**src/hw/rtl/svpwm_pkg.sv**
```systemverilog
package svpwm_pkg;

  // Sector codes, 60 degrees each, counted from the positive alpha axis.
  typedef enum logic [2:0] {
    SEC_0,
    SEC_1,
    SEC_2,
    SEC_3,
    SEC_4,
    SEC_5
  } sector_e;

  // Configuration register indexes, one 32-bit word each.
  typedef enum logic [2:0] {
    REG_BUS_GAIN,
    REG_OFFSET_A,
    REG_OFFSET_B,
    REG_OFFSET_C,
    REG_HALF_PERIOD
  } reg_idx_e;

  // Classified item handed from the front end to the duty pipeline.
  typedef struct packed {
    logic               stop;
    logic signed [31:0] mb;
    logic signed [31:0] ma;
    sector_e            sector;
  } front_item_t;

  // Configuration that the duty pipeline reads.
  typedef struct packed {
    logic signed [31:0] offset_a;
    logic signed [31:0] offset_b;
    logic signed [31:0] offset_c;
    logic [15:0]        half_period;
  } cfg_t;

  // Integer square root, used only to build coefficient constants at elaboration.
  function automatic logic [63:0] isqrt64(input logic [63:0] n);
    logic [63:0] rem;
    logic [63:0] res;
    logic [63:0] bits;
    rem  = n;
    res  = '0;
    bits = 64'h4000_0000_0000_0000;
    for (int i = 0; i < 32; i++) begin
      if (bits > rem) begin
        bits = bits >> 2;
      end
    end
    for (int i = 0; i < 32; i++) begin
      if (bits != 64'd0) begin
        if (rem >= res + bits) begin
          rem = rem - (res + bits);
          res = (res >> 1) + bits;
        end else begin
          res = res >> 1;
        end
        bits = bits >> 2;
      end
    end
    return res;
  endfunction

endpackage

```
**src/hw/rtl/svpwm_fifo.sv**
```systemverilog
module svpwm_fifo #(
  parameter int unsigned DEPTH = 4
) (
  input  logic                   clk_i,
  input  logic                   rst_ni,
  input  logic                   in_valid_i,
  output logic                   in_ready_o,
  input  svpwm_pkg::front_item_t in_item_i,
  output logic                   out_valid_o,
  input  logic                   out_ready_i,
  output svpwm_pkg::front_item_t out_item_o
);
  import svpwm_pkg::*;

  localparam int unsigned PTR_W = (DEPTH > 1) ? $clog2(DEPTH) : 1;
  localparam int unsigned CNT_W = $clog2(DEPTH + 1);

  front_item_t      mem_q [DEPTH];
  logic [PTR_W-1:0] wr_ptr_q, rd_ptr_q;
  logic [CNT_W-1:0] count_q;
  logic             push, pop;

  assign in_ready_o  = (count_q != CNT_W'(DEPTH));
  assign out_valid_o = (count_q != '0);
  assign push        = in_valid_i && in_ready_o;
  assign pop         = out_valid_o && out_ready_i;
  assign out_item_o  = mem_q[rd_ptr_q];

  // Pointers wrap at the depth; the count tracks the fill level.
  always_ff @(posedge clk_i or negedge rst_ni) begin
    if (!rst_ni) begin
      wr_ptr_q <= '0;
      rd_ptr_q <= '0;
      count_q  <= '0;
    end else begin
      if (push) begin
        wr_ptr_q <= (wr_ptr_q == PTR_W'(DEPTH - 1)) ? '0 : wr_ptr_q + 1'b1;
      end
      if (pop) begin
        rd_ptr_q <= (rd_ptr_q == PTR_W'(DEPTH - 1)) ? '0 : rd_ptr_q + 1'b1;
      end
      if (push && !pop) begin
        count_q <= count_q + 1'b1;
      end else if (pop && !push) begin
        count_q <= count_q - 1'b1;
      end
    end
  end

  // Item storage.
  always_ff @(posedge clk_i) begin
    if (push) begin
      mem_q[wr_ptr_q] <= in_item_i;
    end
  end

`ifndef NO_ASSERTIONS
  a_count_bound : assert property (@(posedge clk_i) disable iff (!rst_ni)
    count_q <= CNT_W'(DEPTH))
    else $error("queue fill level above depth");

  a_count_push : assert property (@(posedge clk_i) disable iff (!rst_ni)
    (push && !pop) |=> (count_q == CNT_W'($past(count_q) + 1'b1)))
    else $error("queue fill level did not follow a push");
`endif

endmodule

```
**config.mk**
```make
export PLATFORM = sky130hd
export DESIGN_NAME = svpwm_fifo
export DESIGN_NICKNAME = d
export VERILOG_FILES = /design/src/hw/rtl/svpwm_pkg.sv /design/src/hw/rtl/svpwm_fifo.sv
export SDC_FILE = /design/constraint.sdc
export NUM_CORES = 1
export LEC_CHECK = 0
export BUFFER_PORTS_ARGS = -buffer_cell sky130_fd_sc_hd__buf_2
export CORE_MARGIN = 2
export CORE_UTILIZATION = 25
export DETAILED_ROUTE_END_ITERATION = 10
export REMOVE_ABC_BUFFERS = 1
export SETUP_SLACK_MARGIN = 0.2
export SLEW_MARGIN = 25
export SYNTH_ARGS = -nofsm -noshare
export SYNTH_HDL_FRONTEND = slang
export SYNTH_SLANG_ARGS = --single-unit
```
**constraint.sdc**
```tcl
create_clock -name clk_i -period 3.4 [get_ports clk_i]
set_clock_uncertainty 0.2 [all_clocks]
set_input_delay 0.34 -clock clk_i [delete_from_list [all_inputs] [get_ports clk_i]]
set_output_delay 0.34 -clock clk_i [all_outputs]
set_load 0.02 [all_outputs]
```
# == Word-level counts from Yosys, hierarchy flattened ==
# Memory sizes are Yosys's and may differ from the RTL's.
# Cells that the tools add are included.
# word_totals
reg_bits,7
mem_bits_rw,272
inputBits,72
out_inout_bits,70
word_cells,25
mem_count,1
# classes
add_sub_neg,4
n_eq_ne,3
mux,6
reduce_logical,8
# memory_table
name,depth,word_bits,read_ports,rd_ports_with_merged_regs,write_ports,line,rtl
mem_q,4,68,1,0,1,svpwm_fifo.sv:18,front_item_t mem_q [DEPTH];
# op_table
cell,count
two-way mux 3 bit,2
adder 2 x 1 -> 2 bit (second input constant),2
equality test 2 bit (second input constant),2
logical AND 1 bit,4
two-way mux 2 bit,2
adder 3 x 1 -> 3 bit (second input constant),1
!= test 3 bit (second input constant),1
nonzero test 3 bit,1
subtractor 3 x 1 -> 3 bit (second input constant),1
logical NOT 1 bit,2
two-way mux 1 bit,2
nonzero test 2 bit,1

# == Depth between registers and ports, before layout ==
# Gate-level depths: netlist of the first run.
# depth
word_depth,6
depth_mapped,8

# == Worst setup path after synthesis of the first run ==
# OpenSTA, ideal clock, no wires.
# synth_timing
path_type,register -> register
startpoint,reg count_q[0]
endpoint,"mem mem_q[1][0] (netlist name), enable pin"
setup_ns,0.433
arrival_time_ns,2.365
required_ns,2.767
path_slack_ns,0.401
path_stages_with_launch,4
n_path_buf,0
period_less_slack_ns,2.999
cell_sequence,dfrtp_1 nor2_1 a21boi_2 and2_1
# synth_between
elab_chain_cells,4
# synth_rtl
element,line,rtl
from (decl),svpwm_fifo.sv:20,logic [CNT_W-1:0] count_q;
from (signal assigned),svpwm_fifo.sv:43,count_q <= count_q + 1'b1;
from (signal assigned),svpwm_fifo.sv:45,count_q <= count_q - 1'b1;
!= test 3 bit,svpwm_fifo.sv:23,assign in_ready_o = (count_q != CNT_W'(DEPTH));
logical AND 1 bit,svpwm_fifo.sv:25,assign push = in_valid_i && in_ready_o;
net push,svpwm_fifo.sv:21,"logic push, pop;"
two-way mux 1 bit,svpwm_fifo.sv:52,if (push) begin
two-way mux 1 bit (implied by the code),svpwm_fifo.sv:53,mem_q[wr_ptr_q] <= in_item_i;
to (decl),svpwm_fifo.sv:18,
# The timed path passes the listed nets, and every way through them passes these cells.

==> flow_metrics.tcl, run 1 <==
set metrics [dict create \
    cp.arrival_ps 2300 \
    cap_viol_max_count 0 \
    fp.dieH_um 207 \
    max_freq_mhz 352 \
    regToRegSetupSlack_ps 1070 \
    port_buffers 141 \
    synth_flop_cell "edfxtp_1" \
    cts_made_buffers 30 \
    pin_count 142 \
    hold_depth 3 \
    firstDrtPassIters 4 \
    avgSynthCellArea_sq_um 26.3 \
    synth_top_cell_by_area "edfxtp_1" \
    hpwl_um 12400 \
    setup_viol 0 \
    place.gp.congestion 0.653 \
    worst_r2r_startpoint "count_q[1]" \
    ys_seq_area_frac 0.808 \
    post_dp_cell_area_sq_mm 0.0117 \
    synth_top_cell_area_share 0.791 \
    slew_violations 0 \
    holdWs_ps 135 \
    max_slew.worst_pin.slew_ps 534 \
    path_cells "buf_12, mux4_2, buf_2" \
    synth-edff-count 272 \
    relSlewSlack 0.644 \
    critPathMaxStageDelay_ps 660 \
    p_leak_nw 4.49 \
    grt_pass1_wl_um 31800 \
    ys_seq_elements 279 \
    min_delay_worst_endpoint "wr_ptr_q[0]" \
    period_needed_ps 2840 \
    p_per_area_mw_per_mm2 856 \
    clk_latency_ps 550 \
    htreeDepth 1 \
    num_vias 4786 \
    grt_overflow 0 \
    async_reset_ff_frac 0.0251 \
    synth.area.top_cells "edfxtp_1, mux4_2, dfrtp_1" \
    cts_sinks 279 \
    status "finished, final reports clean" \
    start_util 0.253 \
    setup_tns_ps 0 \
    fin_ws_ps 561 \
    row_count 74 \
    fin_crit_sh 0.835 \
    dieArea_sq_mm 0.0430 \
    drc 0 \
    finalNetCount 710 \
    antenna_found_initial 1 \
    synth_area_sq_mm 0.0103 \
    vias_per_cell 4.04 \
    ff2ff_path_depth 8 \
    drt_iter0_drc 231 \
    critPathLaunchType "flip-flop" \
    cp_slowest_cell "dfrtp_4" \
    clkTransAtPathRegs_ps 60 \
    die_w_um 207 \
    reg2reg_to "count_q[2]" \
    critical_path_class "reg -> out" \
    hp-class "in -> reg" \
    stdcell_area_sq_mm 0.0133 \
    grt_pass1_vias 5401 \
    wl_per_cell_um 17.5 \
    place_ws_ps 1060 \
    synthTopCellsByCount "edfxtp_1, mux4_2, buf_12, buf_2, dfrtp_1" \
    cts_setup_buffers 0 \
    synthToLayoutAreaGrowth_pct 28.7 \
    syn_inst 393 \
    grt_max_degree 42 \
    ant_nets 0 \
    required_ps 2860 \
    rsz0062_at_grt "no" \
    wl_um 20700 \
    clock_path_buffers 3 \
    worstHoldStart "in_valid_i" \
    dp.cells 1060 \
    layout-drive-gt1-share 0.413 \
    crit_buf_inv 2 \
    hold_viol_final 0 \
    synth_cell_types 18 \
    ir_drop_v 0.000486 \
    final_cells 1184 \
    cts_tree "done" \
    ys.warnings.count 0 \
    end_kind "primary output" \
    yosysMostFrequentCell "edfxtp_1" \
    cts_root_buf "clkbuf_16" \
    crit_fanout 28 \
    grt.total_usage 0.0956 \
    crit_family "flip-flops" \
    core_area_sq_mm 0.0408 \
]
cell usage in the layout (no fill, tap or decap), types with 2 or more instances in the layout:
| master | count |
|---|---|
| mux2_2 | 5 |
| clkinv_1 | 4 |
| dfrtp_4 | 2 |
| clkbuf_16 | 31 |
| ha_1 | 6 |
| mux4_2 | 68 |
| edfxtp_1 | 272 |
| and2_4 | 4 |
| dfrtp_1 | 5 |
| xor2_1 | 2 |
| clkinv_2 | 2 |
| inv_1 | 3 |
| buf_12 | 7 |
| dlygate4sd3_1 | 71 |
| buf_2 | 141 |
| clkinvlp_4 | 2 |
| clkbuf_1 | 11 |
| nor2_1 | 4 |
| nand2_1 | 2 |
| buf_4 | 3 |
layer usage:
layer / share of wire / up-vias / GRT usage
met5: 0 / - / 0
met4: 0.023 / 0 / 0.0300
met3: 0.046 / 32 / 0.0215
met2: 0.50 / 112 / 0.163
met1: 0.43 / 2481 / 0.121
li1: - / 2161 / -
flip-flops by register name, indices dropped and copies added (netlist names):
name      count
mem_q       272
rd_ptr_q      2
count_q       3
wr_ptr_q      2
stage by stage:
step	total power [mW]	utilization
after CTS	11.6	0.326
after floorplan	7.24	-
after detailed placement	8.54	0.286
final	11.4	0.326
after global routing	12.0	0.326
after global placement	8.50	0.286
area by class of cell:
cell class              count  area [sq um]
flip-flops and latches    279          8350
fillers                  3841         27500
well taps                 532           666
multi-input cells          95          1790
repair buffers            222          1580
diodes                      1          2.50
inverters                   3          11.3
clock inverters            10          78.8
clock buffers              42           817
worst register-to-register path: stages (launching register included):
cell and delay, ps:
dfrtp_1 420, or3_4 400, nand2_1 150, ha_1 210
inv_1 70, fa_1 380, xor2_1 170, nor2_1 110
xor2_1 150
cell families after synthesis:
kind of cell,after synthesis,synth area share
xor+xnor,3,0.00254
simple gates,11,0.00569
fa+ha+maj,7,0.00921
compound gates,1,0.00109
buf+inv,19,0.0199
flops,279,0.808
mux,73,0.154
report_power, final:
part,total [mW],internal (mW),leakage (nW),switching [mW]
sequential,4.85,4.54,2.57,0.305
clock,2.99,1.73,0.428,1.25
combinational,3.54,1.53,1.49,2.01
total,11.4,7.81,4.49,3.57
repair_timing:
action | in CTS | in global routing
hold buffers | 71 | 0
gates resized for setup | 0 | 0
endpoints found under the hold margin | 281 | 0
how the worst max path moves through the flow:
| stage | to | depth (start not counted) | from | slack, ps |
|---|---|---|---|---|
| after CTS | out_item_o[66] | 3 | rd_ptr_q[0] | 460 |
| after global placement | out_item_o[3] | 3 | rd_ptr_q[0] | 1070 |
| final | out_item_o[66] | 3 | rd_ptr_q[0] | 560 |
| after floorplan | out_item_o[0] | 1 | rd_ptr_q[0] | -620 |
| after global routing | out_item_o[66] | 3 | rd_ptr_q[0] | 410 |
| after detailed placement | out_item_o[66] | 3 | rd_ptr_q[0] | 1060 |
No activity file was read; power rests on OpenSTA's default activity.
==> run 2: changes to the inputs <==
--- a/config.mk
+++ b/config.mk
@@ -5,6 +5,7 @@
 export SDC_FILE = /design/constraint.sdc
 export NUM_CORES = 1
 export LEC_CHECK = 0
+export ABC_AREA = 1
 export BUFFER_PORTS_ARGS = -buffer_cell sky130_fd_sc_hd__buf_2
 export CORE_MARGIN = 2
 export CORE_UTILIZATION = 25
==> constraint.sdc (replaced) <==
create_clock -name clk_i -period 2.5 [get_ports clk_i]
set_clock_uncertainty 0.2 [all_clocks]
set_input_delay 0.25 -clock clk_i [delete_from_list [all_inputs] [get_ports clk_i]]
set_output_delay 0.25 -clock clk_i [all_outputs]
set_load 0.02 [all_outputs]
==> run 2 against run 1 <==
Sequential cell count stayed put; synthesized cell count increased by 120%; critical endpoint is now out_item_o[56]; largest cell class unchanged; non-clock buffer count up 33; setup slack got worse by 440 ps; final cell count up 45%; clock power rose by 48%.
==> flow_metrics.tcl, run 2 <==
set metrics [dict create \
    status "finished, final reports clean" \
    cts_sinks 279 \
    regMostFlops "mem_q" \
    wl_um 31900 \
    place.gp.congestion 0.709 \
    cts_root_buf "clkbuf_16" \
    grt_max_degree 79 \
    antenna_found_initial 3 \
    hp-class "in -> reg" \
    num_vias 7326 \
    layout_common_cells "edfxtp_1, nand2_1, inv_1, o211ai_1, buf_2" \
    fillers 4300 \
    cp.arrival_ps 1930 \
    hpwl_um 13800 \
    clk_latency_ps 570 \
    cap_viol_max_count 0 \
    die_w_um 215 \
    cts_made_buffers 31 \
    critPathLaunchType "flip-flop" \
    largest_reg_flops 272 \
    end_kind "primary output" \
    crit_fanout 19 \
    vias_per_cell 4.28 \
    max_freq_mhz 421 \
    slew_violations 0 \
    pin_count 142 \
    wl_per_cell_um 18.7 \
    hold_viol_final 0 \
    setup_viol 0 \
    final_cells 1711 \
    p_per_area_mw_per_mm2 1260 \
    rsz0062_at_grt "yes" \
    fp.dieH_um 215 \
    dieArea_sq_mm 0.0464 \
    synth_top_cell_area_share 0.732 \
    cp_slowest_cell "dfrtp_4" \
    grt_overflow 0 \
    firstDrtPassIters 5 \
    port_buffers 141 \
    critPathMaxStageDelay_ps 520 \
    cts_tree "done" \
    grt_pass1_wl_um 42800 \
    core_area_sq_mm 0.0441 \
    avgSynthCellArea_sq_um 13.1 \
    p_leak_nw 5.95 \
    stdcell_area_sq_mm 0.0152 \
    clkTransAtPathRegs_ps 60 \
    final_common_cell "edfxtp_1" \
    async_reset_ff_frac 0.0251 \
    ant_nets 0 \
    path_cells "clkbuf_16, buf_12, o211ai_1, nand2_1, buf_2" \
    critical_path_class "reg -> out" \
    ys_seq_elements 279 \
    drt_iter0_drc 394 \
    synth_area_sq_mm 0.0112 \
    row_count 77 \
    synthToLayoutAreaGrowth_pct 36.2 \
    layout-drive-gt1-share 0.208 \
    synth_flop_cell "edfxtp_1" \
    ys_seq_area_frac 0.747 \
    dp.cells 1555 \
    largestRegisters "mem_q: 272 flops, count_q: 3 flops" \
    required_ps 2050 \
    post_dp_cell_area_sq_mm 0.0127 \
    max_slew.worst_pin.slew_ps 395 \
    grt.total_usage 0.121 \
    yosysMostFrequentCell "edfxtp_1" \
    ys.warnings.count 0 \
    drc 0 \
    relSlewSlack 0.736 \
    ir_drop_v 0.000690 \
    setup_tns_ps 0 \
    fin_crit_sh 0.951 \
    grt_pass1_vias 7096 \
    synth.area.top_cells "edfxtp_1, o211ai_1, nand2_1" \
    synthTopCellsByCount "edfxtp_1, nand2_1, inv_1, o211ai_1, buf_2" \
    clock_path_buffers 3 \
    syn_inst 852 \
    finalNetCount 1174 \
    synth_cell_types 17 \
    htreeDepth 1 \
    period_needed_ps 2380 \
    synth_top_cell_by_area "edfxtp_1" \
    synth-edff-count 272 \
    start_util 0.253 \
    power_mw 19.1 \
    holdWs_ps 219 \
]
run 2: cell count changes in the layout (fill, tap and decap cells not counted), moves of 5 or more:
cell       change
buf_4         +27
clkbuf_16     +10
mux2_2         -5
nand2_1      +217
buf_2         -41
buf_16        +13
mux4_2        -68
buf_6         +17
o211ai_1     +136
inv_1        +146
nand3_1        +7
buf_12         +6
run 2: kinds of logic after synthesis:
group | synth area share
buffers and inverters | 0.0722
AOI/OAI and AO/OA | 0.0919
adders and majority gates | 0.00852
and+or+nand+nor | 0.0793
DFF | 0.747
xor gates and xnor gates | 0.000785
run 2: worst max-delay path: cells and delay by family (launching register included):
kind	cells	cell delay, ps
buffers and inverters	3	560
AOI/OAI and AO/OA	1	190
DFF	1	520
and+or+nand+nor	1	70
run 2: timing repair:
item	in CTS	in global routing
gates cloned	10	15
endpoints found under the hold margin	284	0
gates resized for setup	42	33
endpoints found under the setup margin	68	68
hold buffers	72	0
pin swaps	16	68
setup buffers	2	0
run 2: per-stage QoR:
step,utilization,worst slack (ps)
after floorplan,-,-3060
after CTS,0.336,50.6
after global routing,0.344,25.1
after detailed placement,0.287,483
after global placement,0.287,517
final,0.344,123
run 2: final cells by class:
class | count | area (sq um) | area share
Timing Repair Buffer | 255 | 2510 | 0.165
Sequential cell | 279 | 8350 | 0.549
Inverter | 150 | 576 | 0.0379
Tap cell | 592 | 741 | 0.0487
Multi-Input combinational cell | 378 | 2050 | 0.135
Clock inverter | 18 | 178 | 0.0117
Antenna cell | 1 | 2.50 | 0.000165
Clock buffer | 38 | 802 | 0.0528
run 2: path summary, 6_finish.rpt:
kind / from / endpoint / slack (ps) / depth (start not counted)
min in group asynchronous: rst_ni / rd_ptr_q[1] / 520 / 3
max in group asynchronous: rst_ni / rd_ptr_q[0] / 1260 / 3
max: rd_ptr_q[0] / out_item_o[56] / 120 / 5
max reg2reg: count_q[0] / count_q[2] / 460 / 10
min reg2reg: count_q[2] / count_q[2] / 310 / 2
min: in_item_i[29] / mem_q[2][29] / 220 / 2
run 2: per-layer routing:
layer  GRT usage  wire, um  up-vias
li1            -         -     3475
met1       0.158     14300     3617
met2       0.206     15500      190
met3      0.0263      1520       40
met4      0.0278       576        4
met5           0        27        -
run 2: where the power goes:
group / switching [mW] / leakage, nW / internal [mW]
Combinational: 5.04 / 2.90 / 3.24
Clock: 1.84 / 0.474 / 2.58
Sequential: 0.253 / 2.57 / 6.14
